$ cat src/hw/rtl/sacs_ram.sv
`default_nettype none
module sacs_ram #(
    parameter int WIDTH = 8,
    parameter int DEPTH = 256
) (
    input  wire logic                     clk,
    input  wire logic                     we,
    input  wire logic [$clog2(DEPTH)-1:0] waddr,
    input  wire logic [WIDTH-1:0]         wdata,
    input  wire logic [$clog2(DEPTH)-1:0] raddr,
    output logic      [WIDTH-1:0]         rdata
);
    logic [WIDTH-1:0] mem [DEPTH];
    always_ff @(posedge clk)
    begin
        if (we)
        begin
            mem[waddr] <= wdata;
        end
        rdata <= mem[raddr];
    end
endmodule
`default_nettype wire

$ cat config.mk
export PLATFORM = sky130hd
export DESIGN_NAME = sacs_ram
export DESIGN_NICKNAME = d
export VERILOG_FILES = /design/src/hw/rtl/sacs_ram.sv
export SDC_FILE = /design/constraint.sdc
export NUM_CORES = 2
export LEC_CHECK = 0
export ABC_CLOCK_PERIOD_IN_PS = 3500
export BUFFER_PORTS_ARGS = -buffer_cell sky130_fd_sc_hd__buf_4
export CAP_MARGIN = 40
export CELL_PAD_IN_SITES_DETAIL_PLACEMENT = 1
export CELL_PAD_IN_SITES_GLOBAL_PLACEMENT = 2
export CORE_UTILIZATION = 45
export DETAILED_ROUTE_END_ITERATION = 16
export PLACE_DENSITY = 0.76
export SYNTH_ARGS = -nofsm -noshare
export SYNTH_HDL_FRONTEND = slang
export SYNTH_SLANG_ARGS = --single-unit
$ cat constraint.sdc
create_clock -name clk -period 3.5 [get_ports clk]
set_input_delay 0.175 -clock clk [delete_from_list [all_inputs] [get_ports clk]]
set_output_delay 0.175 -clock clk [all_outputs]
set_load 0.01 [all_outputs]
# After elaboration in Yosys (flattened, before gate mapping)
# Memory sizes are Yosys's and may differ from the RTL's. A register that Yosys moved wholly into a read port is not among the register bits.
# Cells that the tools add are included.
# word_totals
output_inout_bits,8
in_bits,26
n_memories,1
register_bits,0
word_cells,3
mem_bits_rw,2048
# op_classes
mux,2
# memory_table
memory,depth,width,read_ports,rd_ports_with_merged_regs,wr,line,rtl
mem,256,8,1,1,1,13,logic [WIDTH-1:0] mem [DEPTH];
# ops
operator,n
$mux 1,2

# Longest topological paths before layout
# logic_depth
word_depth,2
ltp_mapped,11
mapped_depth_nobuf,6

# Least setup slack after synthesis
# No wires, ideal clock.
# synth_timing
path_kind,input-to-reg
startpoint,input port raddr[0]
endpoint,register rdata[2] (read register of mem)
setup_time_ns,0.131
t_arrival_ns,1.982
path_stages,9
path_buffers,4
required_time_ns,3.369
slack_ns,1.387
cell_sequence,buf_6 buf_12 buf_8 buf_2 mux4_2 a22oi_1 a21oi_1 nor4_1 nor4_2
# synth_lines
item,line,rtl
start: declaration,10,"input wire logic [$clog2(DEPTH)-1:0] raddr,"
end: declaration,11,output logic [WIDTH-1:0] rdata

==> impl_metrics.py <==
metrics = {
    "logic_synthesis": {
        "synth_area_leaders": "edfxtp_1, mux4_2, mux2i_1",
        "syn_nets": 3759,
        "synth_ff_type": "edfxtp_1",
        "synth_top_area_cell": "edfxtp_1",
        "synth_area_mm2": 0.0796,
        "async_reset_ff_frac": 0,
        "synth_seq_cells": 2056,
        "synth_cell_types": 55,
        "yosysWarnings": 0,
        "avgSynthCellArea_um2": 21.3,
        "synth_enable_flop_cells": 2048,
        "synth_cells": 3733,
        "synthDominantCellAreaShare": 0.773,
        "ys_seq_area_frac": 0.775,
    },
    "cts": {
        "htreeDepth": 4,
        "cts_tree": "yes",
        "clk-insertion-delay-late_ns": 0.86,
        "cts.path.max_buffers": 3,
        "root_buffer": "clkbuf_16",
        "clk_pin_slew_ns": 0.06,
        "clock-sinks": 2056,
        "post-cts-setup-buffers": 0,
        "numCtsBuffers": 204,
    },
    "detailed_routing": {
        "drc_errors": 0,
        "ant_nets": 0,
        "avgRoutedWirePerCell_um": 32.2,
        "via_count": 40184,
        "firstDrtPassIters": 6,
        "wirelength_um": 213000,
        "drt_iter0_markers": 4611,
        "vias_per_cell": 6.09,
    },
    "worst_setup_path": {
        "rr_endpoint": "rdata[1]",
        "r2r_slack_ns": 0.77,
        "path_max_fanout": 1,
        "arrival_ns": 3.44,
        "critPathRequiredTime_ns": 4.22,
        "critPathLaunchType": "flip-flop",
        "r2r_cells": 6,
        "worstSetupEndpointType": "flip-flop",
        "r2r_start": "mem[51][1]",
        "worstSetupPathType": "flip-flop to flip-flop",
    },
    "hold_path": {
        "worst_hold_startpoint": "wdata[3]",
        "hold_path_end": "mem[56][3]",
        "hold_path_depth": 1,
        "holdCritPathClass": "input pin to flip-flop",
    },
    "timing": {
        "fmax_mhz": 366,
        "final_max_slew_viol_count": 0,
        "worstMarginPinSlew_ns": 1.28,
        "grt_setup_unrepaired": "no",
        "hold_viol": 0,
        "finalCritPeriodShare": 0.780,
        "min_period_ns": 2.73,
        "fin_skew_ns": 0.0329,
        "setup_violations": 0,
        "max-slew-margin-rel": 0.145,
        "holdWs_ns": 0.0706,
    },
    "layout": {
        "layout-drive-gt1-share": 0.271,
        "area_growth_pct": 14.7,
        "final_area_mm2": 0.0913,
        "fillers": 15275,
        "finalNonFillerCells": 6603,
        "postLayoutCoreUtil": 0.522,
        "nNetsFinal": 4129,
    },
    "grt": {
        "grt-ovfl-total": 0,
        "grt_pass1_wl_um": 306000,
        "grt_max_degree": 181,
        "track_usage": 0.239,
        "grt_pass1_vias": 42023,
        "antenna_found_initial": 6,
    },
    "floorplanning": {
        "rows": 153,
        "floorplan.initialDensity": 0.455,
        "io_pins": 34,
        "core_mm2": 0.175,
        "die_x_um": 422,
        "fp.dieArea_mm2": 0.178,
        "die_y_um": 422,
    },
    "power": {
        "power.density_mw_per_mm2": 564,
        "ir_drop_mv": 0.539,
        "power_w": 0.0515,
        "leakage_nw": 28.7,
    },
    "placement": {
        "dpl.cell_count": 6213,
        "portBuffers": 33,
        "hpwl_um": 135000,
        "place.gp.congestion": 0.837,
        "placedInstanceArea_mm2": 0.0846,
    },
    "flow_run": {
        "max-cap-violations": 0,
    },
    "outcome": {
        "status": "complete, no violations",
    },
}
worst max path at each step:
| stage | startpoint | end | slack, ns | depth (start not counted) |
|---|---|---|---|---|
| global placement | raddr[0] | rdata[0] | -0.06 | 9 |
| CTS | mem[51][1] | rdata[1] | 0.76 | 6 |
| finish | mem[51][1] | rdata[1] | 0.77 | 6 |
| global route | mem[51][1] | rdata[1] | 0.80 | 6 |
| detailed placement | raddr[1] | rdata[1] | 0.14 | 8 |
| floorplan | raddr[0] | rdata[2] | 1.39 | 9 |
power breakdown:
group / total (W) / internal [W] / leakage, nW / switching (W)
clock network: 0.0217 / 0.0122 / 3.22 / 0.00945
registers: 0.0272 / 0.0271 / 18.5 / 0.0000588
logic: 0.00260 / 0.000934 / 7.02 / 0.00167
total: 0.0515 / 0.0403 / 28.7 / 0.0112
worst max-delay path, stage by stage, from the launching register on:
cell and delay, ns:
edfxtp_1 0.37, mux4_2 0.50, o211ai_1 0.34, nand3_1 0.26
nor4_1 0.83, buf_4 0.24, nor4_1 0.05
Yosys cell counts, drive strengths merged (10+ instances only):
cell type	count
nand2	33
edfxtp	2048
nor3	22
mux4	456
nor2b	31
nor2	282
o221ai	47
o211ai	10
nand4	10
nand3	34
clkbuf	111
a21oi	96
o22ai	28
a221oi	14
o21ai	12
a22oi	133
a211oi	16
nor4	27
buf	122
mux2i	134
kinds of logic after synthesis:
group | count (synthesis) | synth area share
DFF | 2056 | 0.775
muxes | 591 | 0.146
and+or+nand+nor | 466 | 0.0263
AOI/OAI and AO/OA | 385 | 0.0342
buffers and inverters | 235 | 0.0183
through the flow:
stage          setup slack [ns]  setup TNS, ns
4_1_cts                   0.758              0
3_5_place_dp              0.139              0
6_report                  0.771              0
3_3_place_gp            -0.0587        -0.0587
5_1_grt                   0.802              0
2_1_floorplan              1.39              0
sequential cells by signal, summed over array words and instances (netlist names):
name and count:
rdata 8, mem 2048
cell usage in the layout, fill, tap and decap left out, drive strengths merged, types with 2 or more instances in the layout:
master,netlist,final
nand2b,8,8
nand2,33,33
nor4,27,27
a221oi,14,14
o22ai,28,28
o221ai,47,47
nor2b,31,31
diode,0,5
buf,122,386
a2111oi,5,5
nor3,22,22
dlygate4sd3,0,7
o21ai,12,12
and2,6,6
clkbuf,111,249
nand4,10,10
a21oi,96,96
bufinv,0,18
a22o,8,8
a31oi,2,2
a311oi,2,2
clkinvlp,0,6
and3b,2,2
mux4,456,456
a22oi,133,133
inv,1,12
nand3b,2,2
o32ai,5,5
clkinv,1,95
or2,4,4
o211ai,10,10
dfxtp,8,8
nand3,34,34
o22a,5,5
a211oi,16,16
nor2,282,282
mux2i,134,134
edfxtp,2048,2048
per-layer routing:
| layer | track usage | routed length [um] | vias to the layer above |
|---|---|---|---|
| li1 | - | - | 16428 |
| met5 | 0 | 0 | - |
| met3 | 0.0409 | 15000 | 310 |
| met4 | 0.0804 | 6760 | 0 |
| met1 | 0.338 | 88600 | 21820 |
| met2 | 0.380 | 103000 | 1626 |
layout make-up:
class	count	area (um^2)	share of cell area
multi-input combinational	1442	16500	0.181
inverter	2	7.51	0.0000822
tap	2325	2910	0.0319
timing repair buffer	397	3580	0.0393
sequential	2056	61700	0.675
clock buffer	247	5330	0.0584
clock inverter	129	1260	0.0138
antenna	5	12.5	0.000137
what timing repair did:
action / in CTS / in global routing
resized for setup: 0 / 0
hold endpoints to repair: 456 / 0
hold buffers: 7 / 0
(Power assumes the default switching activity.)
