--- src/hw/rtl/sacs_pkg.sv ---
`default_nettype none
package sacs_pkg;
    localparam int MAX_SEQUENCES  = 256;
    localparam int BUCKET_ENTRIES = 1024;
    localparam int MAX_CODE_BYTES = 8;
    localparam int SEQ_AW = $clog2(MAX_SEQUENCES);
    localparam int BKT_AW = $clog2(BUCKET_ENTRIES);
    localparam int RANK_W = 33;
    localparam int QDEPTH = 2;

    localparam logic [1:0] CMD_LOAD_SEQ    = 2'd0;
    localparam logic [1:0] CMD_LOAD_BUCKET = 2'd1;
    localparam logic [1:0] CMD_BEGIN       = 2'd2;
    localparam logic [1:0] CMD_SUFFIX      = 2'd3;

    localparam logic [2:0] REG_CKPT  = 3'd0;
    localparam logic [2:0] REG_PBITS = 3'd1;
    localparam logic [2:0] REG_CBYTES = 3'd2;
    localparam logic [2:0] REG_SCOUNT = 3'd3;
    localparam logic [2:0] REG_STEP  = 3'd4;

    typedef struct packed {
        logic [4:0]  ckpt;
        logic [5:0]  pbits;
        logic [3:0]  cbytes;
        logic [8:0]  scount;
        logic [31:0] step;
    } cfg_t;

    // sampled suffix handed from front to back
    typedef struct packed {
        logic [31:0] pos;
    } job_t;
endpackage
`default_nettype wire

--- src/hw/rtl/sacs_back.sv ---
`default_nettype none
module sacs_back
    import sacs_pkg::*;
(
    input  wire logic        clk,
    input  wire logic        rst_n,
    input  wire cfg_t        cfg,
    input  wire logic        job_valid,
    input  wire job_t        job,
    output logic             job_ready,
    output logic [BKT_AW-1:0] bkt_raddr,
    input  wire logic [7:0]  bkt_rdata,
    output logic [SEQ_AW-1:0] seq_raddr,
    input  wire logic [31:0] start_rdata,
    input  wire logic [31:0] len_rdata,
    input  wire logic [7:0]  order_rdata,
    output logic             empty,
    input  wire logic        pop,
    output logic [7:0]       code_byte,
    output logic             last_byte
);
    localparam logic [2:0] S_IDLE = 3'd0;
    localparam logic [2:0] S_DIV  = 3'd1;
    localparam logic [2:0] S_BKT  = 3'd2;
    localparam logic [2:0] S_RD   = 3'd3;
    localparam logic [2:0] S_CHK  = 3'd4;
    localparam logic [2:0] S_EMIT = 3'd5;

    logic [2:0]  st_reg;
    logic [31:0] pos_reg, quo_reg, step_reg;
    logic [32:0] rem_reg;
    logic [5:0]  bit_reg;
    logic [SEQ_AW-1:0] idx_reg, last_seq;
    logic [63:0] val_reg;
    logic [3:0]  left_reg, nbytes;
    logic [32:0] trial;
    logic [32:0] rem_sh;
    logic [63:0] sh_order;

    assign last_seq = (cfg.scount == 9'd0) ? '0 :
                      (cfg.scount > 9'(MAX_SEQUENCES)) ? SEQ_AW'(MAX_SEQUENCES-1) :
                      SEQ_AW'(cfg.scount - 9'd1);
    assign nbytes = (cfg.cbytes == 4'd0) ? 4'd1 :
                    (cfg.cbytes > 4'(MAX_CODE_BYTES)) ? 4'(MAX_CODE_BYTES) : cfg.cbytes;
    assign job_ready = (st_reg == S_IDLE);
    assign rem_sh = {rem_reg[31:0], pos_reg[bit_reg[4:0]]};
    assign trial = rem_sh - {1'b0, step_reg};
    assign bkt_raddr = (quo_reg > 32'(BUCKET_ENTRIES-1)) ? BKT_AW'(BUCKET_ENTRIES-1)
                                                        : BKT_AW'(quo_reg);
    assign seq_raddr = idx_reg;
    assign sh_order = {56'd0, order_rdata} << cfg.pbits;
    assign empty = (st_reg != S_EMIT);
    assign code_byte = val_reg[8*(left_reg-4'd1) +: 8];
    assign last_byte = (left_reg == 4'd1);

    always_ff @(posedge clk or negedge rst_n)
    begin
        if (!rst_n)
        begin
            st_reg <= S_IDLE;
        end
        else
        begin
            case (st_reg)
                S_IDLE: if (job_valid) st_reg <= S_DIV;
                S_DIV:  if (bit_reg == 6'd0) st_reg <= S_BKT;
                S_BKT:  st_reg <= S_RD;
                // first pass latches the bucket entry, second waits for its sequence read
                S_RD:   st_reg <= (bit_reg == 6'h3F) ? S_RD : S_CHK;
                S_CHK:
                begin
                    if (idx_reg < last_seq &&
                        {32'd0, pos_reg} > {32'd0, start_rdata} + {32'd0, len_rdata})
                    begin
                        st_reg <= S_RD;
                    end
                    else
                    begin
                        st_reg <= S_EMIT;
                    end
                end
                S_EMIT: if (pop && left_reg == 4'd1) st_reg <= S_IDLE;
                default: st_reg <= S_IDLE;
            endcase
        end
    end

    // restoring divide, one quotient bit per cycle, then bucket walk
    always_ff @(posedge clk)
    begin
        case (st_reg)
            S_IDLE:
            begin
                pos_reg <= job.pos;
                step_reg <= (cfg.step == 32'd0) ? 32'd1 : cfg.step;
                rem_reg <= '0;
                quo_reg <= '0;
                bit_reg <= 6'd31;
            end
            S_DIV:
            begin
                if (!trial[32])
                begin
                    rem_reg <= trial;
                    quo_reg <= {quo_reg[30:0], 1'b1};
                end
                else
                begin
                    rem_reg <= rem_sh;
                    quo_reg <= {quo_reg[30:0], 1'b0};
                end
                bit_reg <= bit_reg - 6'd1;
            end
            S_BKT: ;
            S_RD:
            begin
                if (bit_reg == 6'h3F)
                begin
                    idx_reg <= (SEQ_AW'(bkt_rdata) > last_seq || {1'b0, bkt_rdata} > 9'(last_seq))
                               ? last_seq : SEQ_AW'(bkt_rdata);
                    bit_reg <= 6'd0;
                end
            end
            S_CHK:
            begin
                if (idx_reg < last_seq &&
                    {32'd0, pos_reg} > {32'd0, start_rdata} + {32'd0, len_rdata})
                begin
                    idx_reg <= idx_reg + 1'b1;
                end
                else
                begin
                    val_reg <= sh_order + ({32'd0, pos_reg} - {32'd0, start_rdata});
                    left_reg <= nbytes;
                end
            end
            S_EMIT:
            begin
                if (pop)
                begin
                    left_reg <= left_reg - 4'd1;
                end
            end
            default: ;
        endcase
    end
endmodule
`default_nettype wire

--- config.mk ---
export PLATFORM = sky130hd
export DESIGN_NAME = sacs_back
export DESIGN_NICKNAME = d
export VERILOG_FILES = /design/src/hw/rtl/sacs_pkg.sv /design/src/hw/rtl/sacs_back.sv
export SDC_FILE = /design/constraint.sdc
export NUM_CORES = 1
export LEC_CHECK = 0
export BUFFER_PORTS_ARGS = -buffer_cell sky130_fd_sc_hd__buf_4
export CAP_MARGIN = 20
export CORE_MARGIN = 2
export CORE_UTILIZATION = 55
export CTS_CLUSTER_DIAMETER = 150
export DETAILED_ROUTE_END_ITERATION = 7
export GPL_TIMING_DRIVEN = 0
export PLACE_DENSITY = 0.86
export SLEW_MARGIN = 20
export SYNTH_ARGS = -nofsm -noshare
export SYNTH_HDL_FRONTEND = slang
export SYNTH_SLANG_ARGS = --single-unit
export TNS_END_PERCENT = 50
--- constraint.sdc ---
create_clock -name clk -period 6.53 [get_ports clk]
set_input_delay 0.3265 -clock clk [delete_from_list [all_inputs] [get_ports clk]]
set_output_delay 0.3265 -clock clk [all_outputs]
set_load 0.02 [all_outputs]
# [After elaboration in Yosys (flattened, before gate mapping)]
# Index checks and enable logic that the tools add are counted.
[classes] n_shift=2 magnitude_cmp=8 eq_ne=15 addsub=9 n_bitwise=1 n_mux=26 reduce_logical=17
[ops] cell="case mux 32 bit (2 select lines)" count=2
[ops] cell="adder 64 bit" count=1
[ops] cell="variable part select 64 x 33 -> 8 bit" count=1
[ops] cell="<< shifter 8 x 6 -> 64 bit" count=1
[ops] cell="2-to-1 mux 8 bit" count=5
[ops] cell="adder 32 x 32 -> 33 bit" count=1
[ops] cell="> comparator 32 x 33 -> 1 bit" count=1
[ops] cell="subtractor 32 x 32 -> 33 bit" count=1
[ops] cell="subtractor 33 x 32 -> 33 bit" count=1
[ops] cell="> comparator 32 x 10 -> 1 bit (second input constant)" count=1
[ops] cell="logical NOT 32 bit" count=1
[ops] cell="2-to-1 mux 32 bit" count=1
[ops] cell="case mux 3 bit (6 select lines)" count=1
[ops] cell="case mux 6 bit (3 select lines)" count=1
[ops] cell="> comparator 8 bit" count=2
[ops] cell="2-to-1 mux 4 bit" count=4
[ops] cell="case mux 8 bit (2 select lines)" count=1
[ops] cell="2-to-1 mux 3 bit" count=5
[ops] cell="inequality test 2 bit (second input constant)" count=7
[ops] cell="2-to-1 mux 10 bit" count=1
[ops] cell="> comparator 9 bit (second input constant)" count=1
[ops] cell="logical NOT 9 bit" count=1
[ops] cell="AND reduction 3 bit" count=3
[ops] cell="adder 8 x 1 -> 8 bit (second input constant)" count=1
[ops] cell="26 further kinds" count=33
[totals] reg_bits=213 output_inout_bits=29

# [Depth between registers and ports, before layout]
# Gate-level depths: netlist of run 1.
[depth] depth_word=8 ltp_mapped=25 depth_no_buf=25

# [Worst setup path before layout of run 1]
# No wires, ideal clock.
[synth_timing] kind="reg-to-reg" from="register pos_reg[0]" to="register val_reg[63], data pin" slack_ps=102 setup_ps=270 n_path_buf=0 t_arrival_ps=6157 path_stages_with_launch=25 cell_sequence="edfxtp_1 -> inv_1 -> ha_1 -> inv_1 -> fa_1 -> a211oi_1 -> o211ai_1 -> a31oi_1 -> o211ai_1 -> nand3_1 -> a21o_1 -> a31oi_1 -> o21ai_0 -> nor2b_1 -> ha_1 -> a211oi_1 -> o21bai_1 -> o211ai_1 -> a21oi_1 -> nor4b_1 -> a21oi_1 -> o2111a_1 -> a311oi_2 -> o21ai_0 -> xor3_1"
[synth_between] elab_chain_cells=2
[synth_lines] element="start, declared" line="sacs_back.sv:30" text="logic [31:0] pos_reg, quo_reg, step_reg;"
[synth_lines] element="start signal, assigned" line="sacs_back.sv:94" text="pos_reg <= job.pos;"
[synth_lines] element="subtractor 32 x 32 -> 33 bit" line="sacs_back.sv:133" text="val_reg <= sh_order + ({32'd0, pos_reg} - {32'd0, start_rdata});"
[synth_lines] element="adder 64 bit" line="sacs_back.sv:133"
[synth_lines] element="end signal, assigned" line="sacs_back.sv:133"
[synth_lines] element="end, declared" line="sacs_back.sv:34" text="logic [63:0] val_reg;"
# No other way between the ends.
# A chain may end at the register's enable or synchronous reset.

# [Worst setup path in the final report of run 1]
[layout_timing] from="register pos_reg[5]" to="register val_reg[63], data pin"
# Same word-level chain as after synthesis.

==> flow_summary.toml, run 1 <==
[clock_network]
clock_latency_ps = 550
cts_max_level = 1
cts_tree = "yes"
clockRootBuffer = "clkbuf_16"
cts_buffers = 26
cts_num_sinks = 213
path_clk_slew_ps = 70
cts_setup_buffers = 0
clockBufferDepth = 3

[flow_run]
maxCapViolations = 0

[synthesis]
synth_top_area_share_pct = 32.5
synth-edff-count = 210
synth.distinct_cells = 80
synth_area_leader_cell = "edfxtp_1"
syn_nets = 2500
synth_ff_type = "edfxtp_1"
async_flop_share_pct = 1.41
ys_seq_elements = 213
synthTopCellsByArea = "edfxtp_1 32%, ha_1 14%, a21oi_1 4.6%, xnor2_1 4.1%, nor2_1 3.8%"
synth_area_per_cell_sq_um = 9.19
ys_seq_area_share_pct = 32.9
synth_cells = 2112
synth-warning-count = 0
synthesis.area_sq_mm = 0.0194

[outcome]
status = "completed"

[final_layout]
layout-drive-gt1-share_pct = 14.0
fin_util_pct = 65.8
area_delta_synth_final_pct = 17.5
largest_register_ffs = 64
fin_area_sq_mm = 0.0228
fin_nets = 2762
fillers = 2672
num_antenna_cells = 0

[routing]
drtAntennaViolNets = 0
dr.pass1.iters = 6
post-route-drc-count = 0
viasPerCell = 6.09
drt_iter0_markers = 1483
wl_per_cell_um = 18.4
wirelength_mm = 52.4
vias = 17300

[pwr]
power_w = 0.00970
ir_worst_vdd_mv = 0.295
power.density_mw_per_mm2 = 426
total_leakage_power_nw = 9.96

[floorplanning]
die_y_um = 192
io_pins = 201
die_x_um = 192
dieArea_sq_mm = 0.0368
initial_core_util_pct = 56.0
core_sq_mm = 0.0346
rows = 68

[setup_path]
required_ps = 6820
worstSetupEndpointType = "flop"
cp.arrival_ps = 6720
worstSetupStartpointType = "flop"
crit_type = "reg2reg"
path_max_fanout = 7

[global_route]
grt_remaining_overflow = 0
first_global_vias = 16800
antenna_found_initial = 0
grt_max_degree = 44
groute.usage.overall_pct = 28.0
grt_first_pass_wirelength_mm = 83.4

[timing]
maxSlewHeadroom_pct = 19.4
holdWs_ps = 33.9
fmax_ghz = 0.156
fin_crit_sh_pct = 98.5
rsz0062_at_grt = "true"
worst_slew_pin_slew_ps = 1200
fin_skew_ps = 13.2
setup_viol = 0
hold_viol_final = 0
slew_viol_final = 0
fin_crit_ps = 6430

[place]
dp_hpwl_mm = 40.6
gp_congestion = 0.943
port-buffer-count = 191
dpl_cell_area_sq_mm = 0.0216

[worst_hold_path]
hold_class = "in2reg"
routing by layer:
metal  track usage (%)  up-vias  routed length (um)
met4              10.1        0                1950
met1              37.3     8141               22300
met5                 0        -                   0
met2              47.1      722               24500
li1                  -     8358                   -
met3              3.33      124                3630
repair_timing:
item / in CTS / in global routing
hold buffers: 33 / 0
hold endpoints to repair: 35 / 0
setup endpoints to repair: 0 / 43
resized for setup: 0 / 12
power by group:
group	total, W	internal (W)	switching [W]
sequential	0.00255	0.00227	0.000280
combinational	0.00571	0.00238	0.00333
clock	0.00145	0.000825	0.000622
total	0.00970	0.00548	0.00423
final cells by class:
cell class / count / area (sq um) / area share [%]
sequential: 213 / 6380 / 28.0
inverter: 128 / 480 / 2.11
clock buffer: 29 / 662 / 2.90
multi-input combinational: 1676 / 12200 / 53.7
buffer: 95 / 392 / 1.72
tap: 455 / 569 / 2.50
timing repair buffer: 234 / 1880 / 8.26
clock inverter: 18 / 195 / 0.856
synth_stat cells (all sizes together), types with 8 or more instances:
cell    number
nand2b      38
clkbuf      84
a31oi       16
nor4        18
a21o        74
or2          9
a311oi      12
mux2        11
mux2i       46
and4         9
o31ai       11
ha         212
a211o        9
and3        48
nand4       26
o21bai      23
xnor2       91
o211ai      11
and2        11
o21a        21
nand3b       8
a211oi      18
nor2b       32
nor3        42
o21ai      122
inv        128
a221oi      12
xor2        60
nor2       198
a21oi      181
mux4        26
edfxtp     210
nand3       42
nand2      145
buf         11
critical path, stage by stage (launching register included):
cell	delay [ps]
edfxtp_1	480
ha_1	430
a21oi_1	170
a211oi_1	330
o311ai_2	220
a211oi_2	440
o211ai_1	190
a31oi_1	270
a31oi_1	170
o21bai_1	160
a21oi_1	100
xnor2_1	270
ha_1	300
clkbuf_1	170
and3_1	260
and3_1	230
nand2_1	70
a31o_2	140
nor4b_1	380
a21oi_1	200
o2111a_1	320
a311oi_4	340
o21ai_1	150
xor3_1	360
placed cells by master, fill, tap and decap left out, types with 15 or more instances in the layout:
| cell | instances |
|---|---|
| nand4_1 | 26 |
| ha_1 | 211 |
| nor2b_1 | 31 |
| nor3_1 | 40 |
| a211oi_1 | 16 |
| clkbuf_1 | 84 |
| a31oi_1 | 15 |
| edfxtp_1 | 210 |
| inv_1 | 128 |
| xor2_1 | 60 |
| xnor2_1 | 91 |
| nand2b_1 | 38 |
| a21oi_1 | 179 |
| and3_1 | 48 |
| o21ai_0 | 111 |
| nor2_1 | 198 |
| buf_4 | 196 |
| nand3_1 | 42 |
| mux2i_1 | 46 |
| nand2_1 | 145 |
| nor4_1 | 16 |
| o21a_1 | 21 |
| clkbuf_16 | 26 |
| dlygate4sd3_1 | 33 |
| o21bai_1 | 23 |
| mux4_2 | 26 |
| a21o_1 | 74 |
worst paths after layout:
| path | start | endpoint | slack (ps) | cells past startpoint |
|---|---|---|---|---|
| min in group asynchronous | rst_n | st_reg[2] | 170 | 2 |
| max | pos_reg[5] | val_reg[63] | 100 | 23 |
| max in group asynchronous | rst_n | st_reg[0] | 6270 | 2 |
| max reg2reg | pos_reg[5] | val_reg[63] | 100 | 23 |
| min | cfg[21] | step_reg[21] | 30 | 2 |
| min reg2reg | quo_reg[6] | quo_reg[7] | 580 | 1 |
stage by stage:
step / worst slack, ps / setup TNS (ps) / cells
6_report: 101 / 0 / 2848
5_1_grt: -165 / -174 / 2848
4_1_cts: 2.27 / 0 / 2848
3_5_place_dp: 89.9 / 0 / 2768
2_1_floorplan: 102 / 0 / 2112
3_3_place_gp: -2000 / -163800 / 2758
logic make-up after synthesis:
logic type                 Yosys count  share of synthesized area (%)
xor gates and xnor gates           152                           6.94
muxes                               83                           6.05
adders and majority gates          217                           14.1
buffers and inverters              223                           4.47
and+or+nand+nor                    643                           16.0
AOI/OAI and AO/OA                  581                           19.5
DFF                                213                           32.9
Note: power is estimated with default switching activity, not from simulation.
==> inputs of run 2 (changes only) <==
--- a/config.mk
+++ b/config.mk
@@ -13,6 +13,7 @@
 export DETAILED_ROUTE_END_ITERATION = 7
 export GPL_TIMING_DRIVEN = 0
 export PLACE_DENSITY = 0.86
+export RECOVER_POWER = 25
 export SLEW_MARGIN = 20
 export SYNTH_ARGS = -nofsm -noshare
 export SYNTH_HDL_FRONTEND = slang
==> flow_summary.toml, run 2 (same netlist as run 1, synthesis figures left out) <==
[final_layout]
multiInputGateArea_sq_mm = 0.0122
num_antenna_cells = 0
seq_area_sq_mm = 0.00638
layout_common_cells = "211 x ha_1, 210 x edfxtp_1, 198 x nor2_1"
layout_commonest_cell = "ha_1"
largest_register_ffs = 64
fillers = 2702
fin_nets = 2762
fin_util_pct = 65.6
area_delta_synth_final_pct = 17.0
layout-drive-gt1-share_pct = 13.0

[timing]
tns_ps = 0
setup_viol = 0
slew_viol_final = 31
maxSlewHeadroom_pct = -24.8
hold_viol_final = 0
worst_slew_pin_slew_ps = 1870
fin_crit_ps = 6420
fmax_ghz = 0.156
fin_skew_ps = 14.1
rsz0062_at_grt = "true"
holdWs_ps = 59.0
fin_crit_sh_pct = 98.4

[pwr]
ir_worst_vdd_mv = 0.282
total_leakage_power_nw = 9.87
power_w = 0.00970
power.density_mw_per_mm2 = 427

[floorplanning]
dieArea_sq_mm = 0.0368
die_y_um = 192
io_pins = 201
rows = 68
die_x_um = 192
initial_core_util_pct = 56.0
core_sq_mm = 0.0346

[setup_path]
path_max_fanout = 7
cp_cell_sequence = "ha_1 > a21oi_1 > nand2b_1 > o311ai_2 > a211oi_2 > o211ai_1 > a31oi_1 > a31oi_1 > o21bai_1 > a21oi_1 > xnor2_1 > ha_1 > clkbuf_1 > and3_1 > and3_1 > nand2_1 > a31o_2 > nor4b_1 > a21oi_1 > o2111a_1 > a311oi_4 > o21ai_1 > xor3_1"
cp_slowest_cell = "edfxtp_1"
slowest_delay_ps = 490
required_ps = 6810
crit_type = "reg2reg"
crit_buf_inv = 1
worstSetupEndpointType = "flop"
cp.arrival_ps = 6710
crit_family = "compound AO/OA/AOI/OAI gates"
worstSetupStartpointType = "flop"
cpMostUsedCell = "a21oi_1"

[clock_network]
cts_tree = "yes"
clockBufferDepth = 3
cts_num_sinks = 213
path_clk_slew_ps = 60
clock_latency_ps = 550
clockRootBuffer = "clkbuf_16"
cts_max_level = 1
cts_buffers = 26

[flow_run]
maxCapViolations = 1

[outcome]
failed_checks = "capacitance limit, slew limit"
status = "finished, violations left"

[routing]
dr.pass1.iters = 8
wirelength_mm = 52.3
drtAntennaViolNets = 0
post-route-drc-count = 0
drt_iter0_markers = 1341
vias = 17300
wl_per_cell_um = 18.4
viasPerCell = 6.08

[worst_hold_path]
hold_class = "in2reg"

[global_route]
grt_remaining_overflow = 0
antenna_found_initial = 0
first_global_vias = 16800
grt_first_pass_wirelength_mm = 83.4
groute.usage.overall_pct = 28.0
grt_max_degree = 44

[place]
dp_hpwl_mm = 40.6
port-buffer-count = 191
gp_congestion = 0.943
run 2: worst reg2reg max path, cell delays in order (launching register included):
cell and delay (ps):
edfxtp_1 490, ha_1 410, a21oi_1 370, nand2b_1 150, o311ai_2 440, a211oi_2 200, o211ai_1 260, a31oi_1 170
a31oi_1 290, o21bai_1 100, a21oi_1 180, xnor2_1 190, ha_1 290, clkbuf_1 170, and3_1 260, and3_1 230
nand2_1 70, a31o_2 140, nor4b_1 370, a21oi_1 200, o2111a_1 320, a311oi_4 340, o21ai_1 150, xor3_1 370
run 2: per-layer routing:
layer | up-vias | routed length [um] | global-route usage (%)
li1 | 8348 | - | -
met1 | 8136 | 22500 | 37.3
met2 | 710 | 24400 | 47.1
met3 | 132 | 3440 | 3.33
met4 | 0 | 1980 | 10.1
met5 | - | 0 | 0
run 2: power breakdown:
group	switching [W]	leakage, nW	internal [W]
Sequential	0.000279	2.05	0.00227
Combinational	0.00333	7.42	0.00237
Clock	0.000621	0.408	0.000825
run 2: stage by stage:
step | cells | worst slack, ps | instance area, sq um
floorplan | 2112 | 102 | 19400
global route | 2848 | -165 | 22700
finish | 2848 | 106 | 22700
detailed placement | 2768 | 89.9 | 21600
CTS | 2848 | 2.27 | 22700
global placement | 2758 | -2000 | 21400
run 2: final cells by class:
| class | count | area share [%] |
|---|---|---|
| Multi-Input combinational cell | 1676 | 53.9 |
| Inverter | 128 | 2.12 |
| Buffer | 95 | 1.71 |
| Clock buffer | 29 | 2.91 |
| Tap cell | 455 | 2.51 |
| Sequential cell | 213 | 28.1 |
| Timing Repair Buffer | 234 | 7.95 |
| Clock inverter | 18 | 0.859 |
run 2: final timing paths:
kind | slack (ps) | from | endpoint | cells after the start
worst max-delay path | 110 | pos_reg[5] | val_reg[63] | 23
worst max register to register | 110 | pos_reg[5] | val_reg[63] | 23
worst min register to register | 580 | quo_reg[6] | quo_reg[7] | 1
worst min-delay path | 60 | cfg[21] | step_reg[21] | 2
max in group asynchronous | 6200 | rst_n | st_reg[0] | 2
min in group asynchronous | 190 | rst_n | st_reg[2] | 2
run 2: repair_timing:
action / 4_1_cts / 5_1_grt
endpoints found under the hold margin: 35 / 0
gates resized for setup: 0 / 12
setup endpoints to repair: 0 / 43
setup buffers: 0 / 0
hold buffers: 33 / 0
