### src/hw/rtl/sacs_pkg.sv
`default_nettype none
package sacs_pkg;
    localparam int MAX_SEQUENCES  = 256;
    localparam int BUCKET_ENTRIES = 1024;
    localparam int MAX_CODE_BYTES = 8;
    localparam int SEQ_AW = $clog2(MAX_SEQUENCES);
    localparam int BKT_AW = $clog2(BUCKET_ENTRIES);
    localparam int RANK_W = 33;
    localparam int QDEPTH = 2;

    localparam logic [1:0] CMD_LOAD_SEQ    = 2'd0;
    localparam logic [1:0] CMD_LOAD_BUCKET = 2'd1;
    localparam logic [1:0] CMD_BEGIN       = 2'd2;
    localparam logic [1:0] CMD_SUFFIX      = 2'd3;

    localparam logic [2:0] REG_CKPT  = 3'd0;
    localparam logic [2:0] REG_PBITS = 3'd1;
    localparam logic [2:0] REG_CBYTES = 3'd2;
    localparam logic [2:0] REG_SCOUNT = 3'd3;
    localparam logic [2:0] REG_STEP  = 3'd4;

    typedef struct packed {
        logic [4:0]  ckpt;
        logic [5:0]  pbits;
        logic [3:0]  cbytes;
        logic [8:0]  scount;
        logic [31:0] step;
    } cfg_t;

    // sampled suffix handed from front to back
    typedef struct packed {
        logic [31:0] pos;
    } job_t;
endpackage
`default_nettype wire

### src/hw/rtl/sacs_front.sv
`default_nettype none
module sacs_front
    import sacs_pkg::*;
(
    input  wire logic        clk,
    input  wire logic        rst_n,
    input  wire cfg_t        cfg,
    input  wire logic        hold,
    input  wire logic        push,
    output logic             full,
    input  wire logic [1:0]  command,
    input  wire logic [31:0] batch_start,
    input  wire logic [31:0] suffix_pos,
    output logic             job_valid,
    output job_t             job,
    input  wire logic        job_ready
);
    logic [RANK_W-1:0] rank_reg, rank_next;
    job_t q_reg [QDEPTH];
    logic [$clog2(QDEPTH)-1:0] wp_reg, rp_reg;
    logic [$clog2(QDEPTH):0] cnt_reg;
    logic acc, sample, deq;
    logic [RANK_W-1:0] mask;

    assign full = (cnt_reg == ($clog2(QDEPTH)+1)'(QDEPTH)) || hold;
    assign acc = push && !full;
    assign mask = (RANK_W'(1) << cfg.ckpt) - RANK_W'(1);
    assign sample = acc && (command == CMD_SUFFIX) && ((rank_reg & mask) == '0);
    assign job_valid = (cnt_reg != '0);
    assign job = q_reg[rp_reg];
    assign deq = job_valid && job_ready;

    always_comb
    begin
        rank_next = rank_reg;
        if (acc && command == CMD_BEGIN)
        begin
            rank_next = RANK_W'(batch_start) + RANK_W'(cfg.scount);
        end
        else if (acc && command == CMD_SUFFIX)
        begin
            rank_next = rank_reg + RANK_W'(1);
        end
    end

    always_ff @(posedge clk or negedge rst_n)
    begin
        if (!rst_n)
        begin
            rank_reg <= '0;
            wp_reg <= '0;
            rp_reg <= '0;
            cnt_reg <= '0;
        end
        else
        begin
            rank_reg <= rank_next;
            if (sample)
            begin
                wp_reg <= wp_reg + 1'b1;
            end
            if (deq)
            begin
                rp_reg <= rp_reg + 1'b1;
            end
            cnt_reg <= cnt_reg + ($clog2(QDEPTH)+1)'(sample) - ($clog2(QDEPTH)+1)'(deq);
        end
    end

    always_ff @(posedge clk)
    begin
        if (sample)
        begin
            q_reg[wp_reg].pos <= suffix_pos;
        end
    end
endmodule
`default_nettype wire

### config.mk
export PLATFORM = sky130hd
export DESIGN_NAME = sacs_front
export DESIGN_NICKNAME = d
export VERILOG_FILES = /design/src/hw/rtl/sacs_pkg.sv /design/src/hw/rtl/sacs_front.sv
export SDC_FILE = /design/constraint.sdc
export NUM_CORES = 1
export LEC_CHECK = 0
export BUFFER_PORTS_ARGS = -buffer_cell sky130_fd_sc_hd__buf_2
export CORE_MARGIN = 5
export CORE_UTILIZATION = 53
export CTS_CLUSTER_DIAMETER = 30
export DETAILED_ROUTE_END_ITERATION = 6
export PLACE_DENSITY = 0.81
export SLEW_MARGIN = 20
export SYNTH_ARGS = -nofsm -noshare
export SYNTH_HDL_FRONTEND = slang
export SYNTH_SLANG_ARGS = --single-unit
### constraint.sdc
create_clock -name clk -period 4.5 [get_ports clk]
set_input_delay 0.675 -clock clk [delete_from_list [all_inputs] [get_ports clk]]
set_output_delay 0.675 -clock clk [all_outputs]
set_load 0.02 [all_outputs]
### Yosys cells after proc, flatten, opt, wreduce, memory -nomap -nowiden

Memory sizes are Yosys's and may differ from the RTL's.
Cells that the tools add are included.

* flip-flop bits (word level): 37
* RAM bits: 64
* output and inout bits: 34
* logic and storage cells: 31
* memories: 1

* add/sub/neg operators: 7
* eq/ne operators: 3
* shift operators: 1
* muxes and demuxes: 4
* bitwise operators: 1
* reductions and logical operators: 10

Memory list
* q_reg: words 2, width 32, read ports 1, clocked after Yosys merged registers in 0, wr ports 1, RTL line sacs_front.sv:19 `job_t q_reg [QDEPTH];`

Operators by type and width (number)
* $mux 33: 2
* $add 32x9->33: 1
* $add 33x1->33 const B: 1
* $and 33x33->33: 1
* $logic_not 33->1: 1
* $shl 1x5->33 const A: 1
* $sub 33x2->33 const B: 1
* $eq 2x2->1 const B: 3
* $logic_and 1x1->1: 5
* $reduce_bool 2->1: 2
* $add 1x1->1 const B: 2
* $add 2x1->2: 1
* $mux 1: 2
* $sub 2x1->2: 1
* $logic_not 1->1: 1
* $logic_or 1x1->1: 1

### Depth between registers and ports, before layout

Gate-level depths: netlist of the first run.

* depth in word-level cells: 8
* mapped depth: 16
* depth with buffers taken out: 14

### Worst setup path before layout of the first run

No wires, ideal clock.

* path type: in2reg
* start: in cfg[53] (netlist bit)
* end: mem q_reg[0][0] (netlist bit) (enable)
* library setup time: 0.421 ns
* data arrival time: 3.824 ns
* data required time: 4.079 ns
* path slack: 0.255 ns
* cell stages on the path: 11
* buffers on the path: 1
* cells stage by stage: nor4_1 -> nand2_1 -> ha_1 -> buf_2 -> nor3b_1 -> mux2i_1 -> o22ai_1 -> a211oi_1 -> a21boi_1 -> nand4_1 -> nor2_1

* cells in the longest elaborated chain, start to end: 7

Ends and longest elaborated chain
* start: declaration: RTL line sacs_front.sv:7 `input wire cfg_t cfg,`
* $shl 1x5->33: RTL line sacs_front.sv:27 `assign mask = (RANK_W'(1) << cfg.ckpt) - RANK_W'(1);`
* $sub 33x2->33: RTL line sacs_front.sv:27
* $and 33x33->33: RTL line sacs_front.sv:28 `assign sample = acc && (command == CMD_SUFFIX) && ((rank_reg & mask) == '0);`
* $logic_not 33->1: RTL line sacs_front.sv:28
* $logic_and 1x1->1: RTL line sacs_front.sv:28
* $mux 1: RTL line sacs_front.sv:72 `if (sample)`
* $mux 1 (implied by the code): RTL line sacs_front.sv:74 `q_reg[wp_reg].pos <= suffix_pos;`
* end: declaration: RTL line sacs_front.sv:19

Every way passes these cells.

### Worst setup path in the final report of the first run

* start: in cfg[53] (netlist bit)
* end: reg cnt_reg[1]

* cells in the longest elaborated chain, start to end: 7

Ends and longest elaborated chain
* $shl 1x5->33: RTL line sacs_front.sv:27
* $sub 33x2->33: RTL line sacs_front.sv:27
* $and 33x33->33: RTL line sacs_front.sv:28
* $logic_not 33->1: RTL line sacs_front.sv:28
* $logic_and 1x1->1: RTL line sacs_front.sv:28
* $add 2x1->2: RTL line sacs_front.sv:66 `cnt_reg <= cnt_reg + ($clog2(QDEPTH)+1)'(sample) - ($clog2(QDEPTH)+1)'(deq);`
* $sub 2x1->2: RTL line sacs_front.sv:66
* end signal: assignment: RTL line sacs_front.sv:66
* end: declaration: RTL line sacs_front.sv:21 `logic [$clog2(QDEPTH):0] cnt_reg;`

Every way passes these cells.
A chain may end at the register's enable or synchronous reset.

==> metrics.md, run 1 <==
| Metric | Value |
|---|---|
| Status | complete, no violations |
| Data required time of the critical path | 4.79 ns |
| Largest net degree at the start of global routing | 36 |
| Die width | 115 um |
| Layout Nets | 811 |
| CP max stage delay | 0.48 ns |
| Clk_skew | 0.0102 ns |
| RSZ-0062 raised after global routing | false |
| Element type at the critical path end | register |
| Die ar. | 0.0133 mm^2 |
| Clock transition at path regs | 0.10 ns |
| Peak VDD IR | 0.000210 V |
| Buffers added on ports | 117 |
| Layout cells sized above 1 | 0.276 |
| Boundary pin count | 161 |
| Final Hold Vio Count | 0 |
| Max Slew Vio Count | 0 |
| HPWL Detailed | 9930 um |
| CP Depth | 15 |
| Rows | 38 |
| Final Cell Area | 0.00675 mm^2 |
| Post-synth ARST share | 0.354 |
| Reg-to-Reg End | cnt_reg[1] |
| Synth Warn # | 0 |
| Cells after synthesis | 567 |
| # Max-Cap Violations | 0 |
| Hold slack | 0.373 ns |
| Antenna viol nets, final | 0 |
| Critical Path Start | cfg[53] |
| Setup TNS | 0 ns |
| Fin cells | 815 |
| Hold WC Path Type | in -> async |
| Crit-path leading delay family | simple AND/OR/NAND/NOR gates |
| Main synth FF type | edfxtp_1 |
| GPL Wtd Cong | 0.897 |
| Chip height | 115 um |
| Dpl cells | 799 |
| Worst skew pair latency | 0.36 ns |
| Detailed-route DRC error count | 0 |
| Mapped Nets | 708 |
| End-of-flow core utilization | 0.623 |
| Vias per cell | 5.85 |
| Commonest non-fill, non-tap cell in the layout | buf_2 |
| Proportion of netlist area held by the largest area contributor | 0.328 |
| Drt wl/cell | 16.2 um |
| Number of antenna diodes | 0 |
| Vias in the first global route | 4,566 |
| Core area | 0.0108 mm^2 |
| Fmax achieved | 268 MHz |
| Vias | 4,764 |
| Longest Clk Path Bufs | 2 |
| DR pass1 iterations | 5 |
| Number of flip-flops under the largest register name | 64 |
| DP Area | 0.00657 mm^2 |
| All-Layer GR Usage | 0.200 |
| Post-CTS Setup Bufs | 0 |
| Global-route wire length before repair | 21,500 um |
| Worst path arrival time | 4.02 ns |
| Post-synthesis cell type count | 60 |
| CTS Buf Count | 9 |
| Worst path bufs/invs | 2 |
| Reg2reg setup slack | 1.60 ns |
| CTS tree | built |
| Setup ws final | 0.765 ns |
| Starting density of the core | 0.540 |
| Fin crit share | 0.830 |
| Synthesized area per cell | 10.3 um^2 |
| Final min period | 3.74 ns |
| Overall routed net length | 13,200 um |
| Reg2reg start | cnt_reg[1] |
| Slowest CP cell | nor4_1 |
| Hold-fix buffers at CTS | 0 |
| Cell chain of the critical path | buf_2, nor4_1, nand2_1, ha_1, nor3b_1, o211ai_1, o211ai_1, nor4_1, and4_1, nand4_1, ha_1, inv_1, ha_1, xnor2_1, xnor2_1 |
| Critical Path End | cnt_reg[1] |
| Synth area leader | edfxtp_1 |
| # setup viols final | 0 |
| Area Growth Syn to Fin | 15.3% |
| Pwr per Cell Area | 423 mW/mm^2 |
| Critical Path Start Type | input port |
| Root Driver | clkbuf_8 |
| Post-CTS Resized | 0 |
| Leading post-synthesis cells by cell area | edfxtp_1, dfrtp_1, mux2_2, xor2_1, xnor2_1 |
| Setup WS pre-CTS | 0.504 ns |
| H-tree levels | 3 |
| Most frequent cells in the layout | buf_2, edfxtp_1, nand2_1 |
| Number of flops mapped to enable cells by yosys | 64 |
| Rel. slew slack | 0.320 |
| DR iter-0 viols | 471 |
| Worst slew pin tran | 1.02 ns |
| Pwr Total | 2.86 mW |
| Mapped cell area | 0.00586 mm^2 |
| Type of the worst setup path | in -> reg |
| #FFs+latches synth | 99 |
| Cells on worst reg2reg path | 12 |
| CTS sink count | 99 |
| Top cell by count, worst path | ha_1 |
| GRT Residual Overflow | 0 |
| Sequential area share after synthesis | 0.478 |
| Lkg Pwr | 2.66 nW |
| Initial antenna violation count | 0 |
| Critical Path Fanout Max | 14 |
cell type report:
cell class              instances  area (um^2)
flip-flops and latches         99         2800
clock inverters                 7         58.8
well taps                     140          175
clock buffers                   9          124
fillers                       881         4090
repair buffers                126          678
inverters                      12         45.0
multi-input cells             422         2880
power by group:
| group | internal (mW) | switching (mW) | leakage, nW | total, mW |
|---|---|---|---|---|
| registers | 1.11 | 0.265 | 0.987 | 1.38 |
| clock network | 0.211 | 0.327 | 0.0925 | 0.538 |
| logic | 0.458 | 0.485 | 1.58 | 0.944 |
| total | 1.78 | 1.08 | 2.66 | 2.86 |
Yosys cell counts (all sizes together) (6+ instances only):
master and instances:
mux2 32, inv 12, o22ai 7, and4 6, or3 6, o2111ai 7, and3 12, o21ai 36
mux2i 8, nor3 10, nor4 7, a21oi 30, nand2 42, nor2 40, ha 13, xnor2 21
xor2 26, nand3 24, nor2b 6, clkbuf 24, buf 10, dfrtp 35, a31oi 15, nand4 15
nor3b 6, edfxtp 64
worst register-to-register path, delay by kind of cell (launching register included):
kind          cells  cell delay (ns)
flops             1             0.41
xor+xnor          2             0.32
buf+inv           2             0.26
fa+ha+maj         2             0.56
simple gates      6             1.28
cell families (layout without fill, tap and decap cells):
logic type	after synthesis	count (layout)	synth area share
AO/OA/AOI/OAI	127	127	0.136
XOR/XNOR	47	47	0.0703
adder cells (fa/ha/maj)	14	14	0.0312
buffers and inverters	46	154	0.0325
flip-flops	99	99	0.478
multiplexers	40	40	0.0752
AND/OR/NAND/NOR	194	194	0.177
worst min path at each step:
stage	endpoint	slack, ns	cells after the start
4_1_cts	rank_reg[24]	0.39	1
6_report	rank_reg[24]	0.37	1
5_1_grt	rank_reg[24]	0.44	1
3_3_place_gp	cnt_reg[1]	0.47	1
2_1_floorplan	cnt_reg[0]	0.38	0
3_5_place_dp	cnt_reg[1]	0.49	1
layer usage:
metal	vias to the layer above	track usage	share of wire
met3	21	0.0247	0.072
met5	-	0	0
li1	2322	-	-
met4	0	0.0618	0.016
met2	162	0.342	0.49
met1	2259	0.267	0.42
Note: power is estimated with default switching activity, not from simulation.
==> run 2: changes to the inputs <==
--- a/config.mk
+++ b/config.mk
@@ -5,9 +5,10 @@
 export SDC_FILE = /design/constraint.sdc
 export NUM_CORES = 1
 export LEC_CHECK = 0
+export ABC_AREA = 1
 export BUFFER_PORTS_ARGS = -buffer_cell sky130_fd_sc_hd__buf_2
 export CORE_MARGIN = 5
-export CORE_UTILIZATION = 53
+export CORE_UTILIZATION = 54
 export CTS_CLUSTER_DIAMETER = 30
 export DETAILED_ROUTE_END_ITERATION = 6
 export PLACE_DENSITY = 0.81
==> constraint.sdc (replaced) <==
create_clock -name clk -period 3.7 [get_ports clk]
set_input_delay 0.555 -clock clk [delete_from_list [all_inputs] [get_ports clk]]
set_output_delay 0.555 -clock clk [all_outputs]
set_load 0.02 [all_outputs]
==> metrics.md, run 2 <==
| Metric | Value |
|---|---|
| Status | complete, no violations (unchanged) |
| P_int | 2.38 mW (was 1.78 mW) |
| Leading post-synthesis cells by cell area | edfxtp_1, nand2_1, dfrtp_1, nand3_1, nor2_1 (was edfxtp_1, dfrtp_1, mux2_2, xor2_1, xnor2_1) |
| Pwr per Cell Area | 539 mW/mm^2 (was 423 mW/mm^2) |
| Area Growth Syn to Fin | 16.4% (was 15.3%) |
| Max Slew Vio Count | 0 (unchanged) |
| Lkg Pwr | 3.41 nW (was 2.66 nW) |
| Flop pwr share | 0.403 (was 0.481) |
| Die width | 119 um (was 115 um) |
| Worst skew pair latency | 0.35 ns (was 0.36 ns) |
| Clk_skew | 0.0142 ns (was 0.0102 ns) |
| Dpl cells | 1,081 (was 799) |
| CTS Buf Count | 9 (unchanged) |
| Final min period | 2.95 ns |
| Commonest cells post-synth | nand2_1, nor2_1, nand3_1, inv_1, edfxtp_1 (was edfxtp_1, nand2_1, nor2_1, dfrtp_1, o21ai_0) |
| Longest Clk Path Bufs | 2 (unchanged) |
| Commonest non-fill, non-tap cell in the layout | nand2_1 (was buf_2) |
| DR pass1 iterations | 6 (was 5) |
| Core area | 0.0115 mm^2 (was 0.0108 mm^2) |
| Critical Path Start Type | input port (unchanged) |
| Reg2reg start | cnt_reg[1] (unchanged) |
| Number of antenna diodes | 0 (unchanged) |
| Power share of the combinational group | 0.374 (was 0.330) |
| Fin crit share | 0.796 |
| DR iter-0 viols | 652 (was 471) |
| Global-route wire length before repair | 27,400 um (was 21,500 um) |
| Buffers added on ports | 117 (unchanged) |
| RSZ-0062 raised after global routing | false (unchanged) |
| Layout cells sized above 1 | 0.179 (was 0.276) |
| Die ar. | 0.0141 mm^2 (was 0.0133 mm^2) |
| Mapped Nets | 974 (was 708) |
| Rel. slew slack | 0.496 (was 0.320) |
| Layout Nets | 1,090 (was 811) |
| End-of-flow core utilization | 0.645 (was 0.623) |
| Data required time of the critical path | 3.92 ns (was 4.79 ns) |
| CTS tree | built (unchanged) |
| Rows | 39 (was 38) |
| Synth area leader | edfxtp_1 (unchanged) |
| GRT Residual Overflow | 0 (unchanged) |
| Synthesized area per cell | 7.66 um^2 (was 10.3 um^2) |
| Synth Warn # | 0 (unchanged) |
| Reg-to-Reg End | cnt_reg[1] (unchanged) |
| Post-synth ARST share | 0.354 (unchanged) |
| Vias per cell | 5.45 (was 5.85) |
| Cells after synthesis | 833 (was 567) |
| Clock power share | 0.223 (was 0.188) |
| Final Hold Vio Count | 0 (unchanged) |
| Root Driver | clkbuf_16 (was clkbuf_8) |
| Proportion of netlist area held by the largest area contributor | 0.301 (was 0.328) |
| Vias | 5,979 (was 4,764) |
| All-Layer GR Usage | 0.233 (was 0.200) |
| Cell chain of the critical path | buf_2, inv_2, buf_4, nor2_1, nand2_1, nand3_1, o21ai_0, nand2_1, nor2_1, nor2_1, nand3_1, nor3_2, nand3_1, ha_1, inv_1, ha_1, xnor2_1 (was buf_2, nor4_1, nand2_1, ha_1, nor3b_1, o211ai_1, o211ai_1, nor4_1, and4_1, nand4_1, ha_1, inv_1, ha_1, xnor2_1, xnor2_1) |
| Fmax achieved | 340 MHz |
| Antenna viol nets, final | 0 (unchanged) |
| Drt wl/cell | 14.6 um (was 16.2 um) |
| Sequential area share after synthesis | 0.439 (was 0.478) |
| CTS sink count | 99 (unchanged) |
| Count leader, synth | nand2_1 (was edfxtp_1) |
| NetSw | 1.62 mW (was 1.08 mW) |
| Number of flops mapped to enable cells by yosys | 64 (unchanged) |
| Hold slack | 0.274 ns (was 0.373 ns) |
| # setup viols final | 0 (unchanged) |
| Post-CTS Setup Bufs | 0 (unchanged) |
| Worst path arrival time | 3.17 ns (was 4.02 ns) |
| Number of flip-flops under the largest register name | 64 (unchanged) |
| Slowest CP cell | ha_1 (was nor4_1) |
| Main synth FF type | edfxtp_1 (unchanged) |
| Hold-fix buffers at CTS | 0 (unchanged) |
| Chip height | 119 um (was 115 um) |
| Critical Path Fanout Max | 15 (was 14) |
| GPL Wtd Cong | 0.905 (was 0.897) |
| Initial antenna violation count | 0 (unchanged) |
| HPWL Detailed | 12,200 um (was 9930 um) |
| #FFs+latches synth | 99 (unchanged) |
| Starting density of the core | 0.554 (was 0.540) |
| Overall routed net length | 16,000 um (was 13,200 um) |
| Post-synthesis cell type count | 43 (was 60) |
| Largest net degree at the start of global routing | 36 (unchanged) |
| Worst slew pin tran | 0.756 ns (was 1.02 ns) |
| Type of the worst setup path | in -> reg (unchanged) |
| Worst path bufs/invs | 4 (was 2) |
| Element type at the critical path end | register (unchanged) |
| Post-CTS Resized | 0 (unchanged) |
| Peak VDD IR | 0.000243 V (was 0.000210 V) |
| CP max stage delay | 0.34 ns (was 0.48 ns) |
| Vias in the first global route | 5,822 (was 4,566) |
| Cells on worst reg2reg path | 14 (was 12) |
| Crit-path leading delay family | simple AND/OR/NAND/NOR gates (unchanged) |
| Hold WC Path Type | in -> async (unchanged) |
| Switch share | 0.406 (was 0.377) |
| Reg2reg setup slack | 1.23 ns (was 1.60 ns) |
| Clock transition at path regs | 0.07 ns (was 0.10 ns) |
| Mapped cell area | 0.00638 mm^2 (was 0.00586 mm^2) |
| Most frequent cells in the layout | nand2_1, buf_2, nor2_1 (was buf_2, edfxtp_1, nand2_1) |
| # Max-Cap Violations | 0 (unchanged) |
| Detailed-route DRC error count | 0 (unchanged) |
| Boundary pin count | 161 (unchanged) |
| H-tree levels | 3 (unchanged) |
| Fin cells | 1,097 (was 815) |
| Setup TNS | 0 ns (unchanged) |
run 2: cell count changes in the layout (fill, tap and decap cells not counted), moves of 11 or more:
cell     before  now
and3_1       12    0
nand2_1      42  262
a31oi_1      15    0
nor2_1       38   81
nor3_1        8   19
inv_1        12   70
nand3_1      24   75
a22oi_1       0   13
mux2_2       32    0
run 2: cell families (layout without fill, tap and decap cells):
family	after synthesis	after routing	share of synthesized area
flip-flops	99	99	0.439
AO/OA/AOI/OAI	97	97	0.0906
buffers and inverters	101	222	0.0628
AND/OR/NAND/NOR	487	487	0.331
adder cells (fa/ha/maj)	14	14	0.0286
XOR/XNOR	35	35	0.0481
run 2: area by class of cell:
class / instances / area [um^2]
clock buffer: 9 / 225
clock inverter: 7 / 62.6
fill: 1037 / 4090
inverter: 80 / 300
multi-input combinational: 633 / 3180
sequential: 99 / 2800
tap: 143 / 179
timing repair buffer: 126 / 678
run 2: how the worst max path moves through the flow:
| stage | startpoint | depth (start not counted) | slack, ns | endpoint |
|---|---|---|---|---|
| after global placement | cfg[53] | 19 | 0.52 | cnt_reg[1] |
| final | cfg[53] | 17 | 0.75 | cnt_reg[1] |
| after global routing | cfg[53] | 19 | 0.46 | cnt_reg[1] |
| after detailed placement | cfg[53] | 19 | 0.45 | cnt_reg[1] |
| after CTS | cfg[53] | 19 | 0.78 | cnt_reg[1] |
| after floorplan | cfg[51] | 15 | 0.31 | q_reg[1][0] |
run 2: metal layers:
metal / track usage / vias to the layer above / share of wire
li1: - / 3024 / -
met1: 0.306 / 2731 / 0.43
met2: 0.403 / 197 / 0.49
met3: 0.0315 / 27 / 0.059
met4: 0.0666 / 0 / 0.019
met5: 0 / - / 0
run 2: per-stage QoR:
step	area (um^2)	worst slack (ns)	power, mW
floorplan	6380	0.305	2.64
global placement	7140	0.525	3.08
detailed placement	7140	0.446	3.11
CTS	7420	0.781	4.02
global route	7420	0.464	4.29
finish	7420	0.755	4.00
run 2: power by group through the flow:
stage / Combinational (mW) / Sequential (mW) / Clock [mW]
floorplan: 1.09 / 1.54 / 0
global placement: 1.45 / 1.62 / 0
detailed placement: 1.49 / 1.63 / 0
CTS: 1.51 / 1.60 / 0.909
global route: 1.70 / 1.64 / 0.947
finish: 1.50 / 1.61 / 0.893
run 2: worst register-to-register path, cell delays in order (launching register included):
cell	delay, ns
dfrtp_1	0.40
nand2_1	0.16
nand3_1	0.09
nor2_1	0.17
nand2_1	0.07
nor2_1	0.12
nand2_1	0.06
nor2_1	0.08
nand3_1	0.11
nor3_2	0.21
nand3_1	0.19
ha_1	0.34
inv_1	0.05
ha_1	0.19
xnor2_1	0.13
==> run 3: changes to the inputs <==
--- a/config.mk
+++ b/config.mk
@@ -8,10 +8,10 @@
 export ABC_AREA = 1
 export BUFFER_PORTS_ARGS = -buffer_cell sky130_fd_sc_hd__buf_2
 export CORE_MARGIN = 5
-export CORE_UTILIZATION = 54
+export CORE_UTILIZATION = 49
 export CTS_CLUSTER_DIAMETER = 30
 export DETAILED_ROUTE_END_ITERATION = 6
-export PLACE_DENSITY = 0.81
+export PLACE_DENSITY = 0.77
 export SLEW_MARGIN = 20
 export SYNTH_ARGS = -nofsm -noshare
 export SYNTH_HDL_FRONTEND = slang
==> constraint.sdc (replaced) <==
create_clock -name clk -period 2.7 [get_ports clk]
set_input_delay 0.405 -clock clk [delete_from_list [all_inputs] [get_ports clk]]
set_output_delay 0.405 -clock clk [all_outputs]
set_load 0.02 [all_outputs]
==> metrics.md, run 3 (synthesis gave the netlist of run 2 again) <==
| Metric | Value |
|---|---|
| Status | complete, no violations (unchanged) |
| CTS tree | built (unchanged) |
| Flop pwr share | 0.392 (was 0.403) |
| Vias | 6,038 (was 5,979) |
| Final Cell Area | 0.00779 mm^2 (was 0.00742 mm^2) |
| GRT Residual Overflow | 0 (unchanged) |
| Chip height | 124 um (was 119 um) |
| Worst path arrival time | 2.69 ns (was 3.17 ns) |
| Boundary pin count | 161 (unchanged) |
| Pwr Total | 5.75 mW (was 4.00 mW) |
| NetSw | 2.19 mW (was 1.62 mW) |
| Rel. slew slack | 0.464 (was 0.496) |
| Vias per cell | 5.23 (was 5.45) |
| H-tree levels | 3 (unchanged) |
| Layout cells sized above 1 | 0.208 (was 0.179) |
| Type of the worst setup path | in -> reg (unchanged) |
| DR pass1 iterations | 6 (unchanged) |
| Hold-fix buffers at CTS | 0 (unchanged) |
| Commonest non-fill, non-tap cell in the layout | nand2_1 (unchanged) |
| Hold slack | 0.140 ns (was 0.274 ns) |
| Most frequent cells in the layout | nand2_1, buf_2, nor2_1 (unchanged) |
| P_int | 3.56 mW (was 2.38 mW) |
| Detailed-route DRC error count | 0 (unchanged) |
| Vias in the first global route | 5,634 (was 5,822) |
| Worst slew pin tran | 0.804 ns (was 0.756 ns) |
| Dpl cells | 1,138 (was 1,081) |
| Fmax achieved | 407 MHz |
| # Max-Cap Violations | 0 (unchanged) |
| Max Slew Vio Count | 0 (unchanged) |
| Global-route wire length before repair | 25,400 um (was 27,400 um) |
| Post-CTS Setup Bufs | 0 (unchanged) |
| Largest net degree at the start of global routing | 36 (unchanged) |
| Overall routed net length | 15,900 um (was 16,000 um) |
| Buffers added on ports | 117 (unchanged) |
| Rows | 41 (was 39) |
| Antenna viol nets, final | 0 (unchanged) |
| Die ar. | 0.0154 mm^2 (was 0.0141 mm^2) |
| Lkg Pwr | 3.57 nW (was 3.41 nW) |
| Drt wl/cell | 13.7 um (was 14.6 um) |
| Peak VDD IR | 0.000340 V (was 0.000243 V) |
| RSZ-0062 raised after global routing | false (unchanged) |
| Critical Path Fanout Max | 3 (was 15) |
| Final Hold Vio Count | 0 (unchanged) |
| Layout Nets | 1,118 (was 1,090) |
| Critical Path Start Type | input port (unchanged) |
| Power share of the combinational group | 0.357 (was 0.374) |
| DR iter-0 viols | 508 (was 652) |
| Core area | 0.0127 mm^2 (was 0.0115 mm^2) |
| Number of antenna diodes | 0 (unchanged) |
| Switch share | 0.381 (was 0.406) |
| CTS sink count | 99 (unchanged) |
| End-of-flow core utilization | 0.615 (was 0.645) |
| Longest Clk Path Bufs | 2 (unchanged) |
| Fin cells | 1,154 (was 1,097) |
| Final min period | 2.46 ns |
| Clock power share | 0.251 (was 0.223) |
| Area Growth Syn to Fin | 22.2% (was 16.4%) |
| All-Layer GR Usage | 0.206 (was 0.233) |
| DP Area | 0.00745 mm^2 (was 0.00714 mm^2) |
| CTS Buf Count | 9 (unchanged) |
| # setup viols final | 0 (unchanged) |
| Cells on worst reg2reg path | 14 (unchanged) |
| Die width | 124 um (was 119 um) |
| Worst skew pair latency | 0.34 ns (was 0.35 ns) |
| Root Driver | clkbuf_16 (unchanged) |
| Clk_skew | 0.0105 ns (was 0.0142 ns) |
| Starting density of the core | 0.503 (was 0.554) |
| Element type at the critical path end | register (unchanged) |
| Number of flip-flops under the largest register name | 64 (unchanged) |
| Fin crit share | 0.910 |
| GPL Wtd Cong | 0.941 (was 0.905) |
| Data required time of the critical path | 2.93 ns (was 3.92 ns) |
| Post-CTS Resized | 0 (unchanged) |
| Initial antenna violation count | 0 (unchanged) |
| HPWL Detailed | 12,400 um (was 12,200 um) |
| Clock transition at path regs | 0.07 ns (about the same) |
| Hold WC Path Type | in -> async (unchanged) |
| Pwr per Cell Area | 739 mW/mm^2 (was 539 mW/mm^2) |
[run 3: cell types whose count changed in the layout (fill, tap and decap cells not counted), moves of 2 or more]
cell and change:
nand3_2 +2, inv_1 -2, bufinv_16 +3, buf_4 +26, clkbuf_1 +2, clkinv_4 -2, nand3_1 -2, buf_12 +2
[run 3: cell type report]
type	instances	area, um^2
timing repair buffer	154	913
sequential	99	2800
clock inverter	5	108
fill	1168	4880
clock buffer	11	233
tap	172	215
multi-input combinational	633	3220
inverter	80	304
[run 3: critical path, cell delays in order]
cell     delay [ns]
buf_2          0.13
nor3_4         0.19
nand2_1        0.11
ha_4           0.27
inv_1          0.04
nand2_1        0.05
nand3_1        0.07
a21oi_1        0.12
nand3_1        0.08
nor2_1         0.11
nand3_1        0.09
nor3_2         0.22
nand3_2        0.16
ha_1           0.31
inv_1          0.04
ha_1           0.18
xnor2_1        0.12
[run 3: path summary, 6_finish.rpt]
path                       slack (ns)           end            from
max in group asynchronous        2.04    cnt_reg[0]           rst_n
setup / recovery                 0.24    cnt_reg[1]         cfg[53]
hold / removal                   0.14   rank_reg[2]           rst_n
min in group clk                 0.25  q_reg[1][17]  suffix_pos[17]
setup reg to reg                 0.33    cnt_reg[1]      cnt_reg[1]
hold reg to reg                  0.52        wp_reg          wp_reg
[run 3: power groups by stage]
stage,clock [mW],sequential (mW),combinational (mW)
floorplan,0,2.12,1.51
global placement,0,2.25,2.01
detailed placement,0,2.26,2.05
CTS,1.46,2.24,2.06
global route,1.52,2.29,2.30
finish,1.44,2.26,2.05
[run 3: metal layers]
| layer | vias to the layer above | wire length [um] | GRT usage | part of all wire |
|---|---|---|---|---|
| met1 | 2732 | 6870 | 0.264 | 0.43 |
| met3 | 25 | 988 | 0.0272 | 0.062 |
| met5 | - | 0 | 0 | 0 |
| li1 | 3080 | - | - | - |
| met2 | 201 | 7710 | 0.360 | 0.49 |
| met4 | 0 | 289 | 0.0643 | 0.018 |
[run 3: stage by stage]
step | setup slack [ns] | setup TNS (ns)
global route | 0.0214 | 0
detailed placement | -0.133 | -2.61
global placement | -0.0737 | -0.325
finish | 0.243 | 0
CTS | 0.220 | 0
floorplan | -0.0511 | -1.64
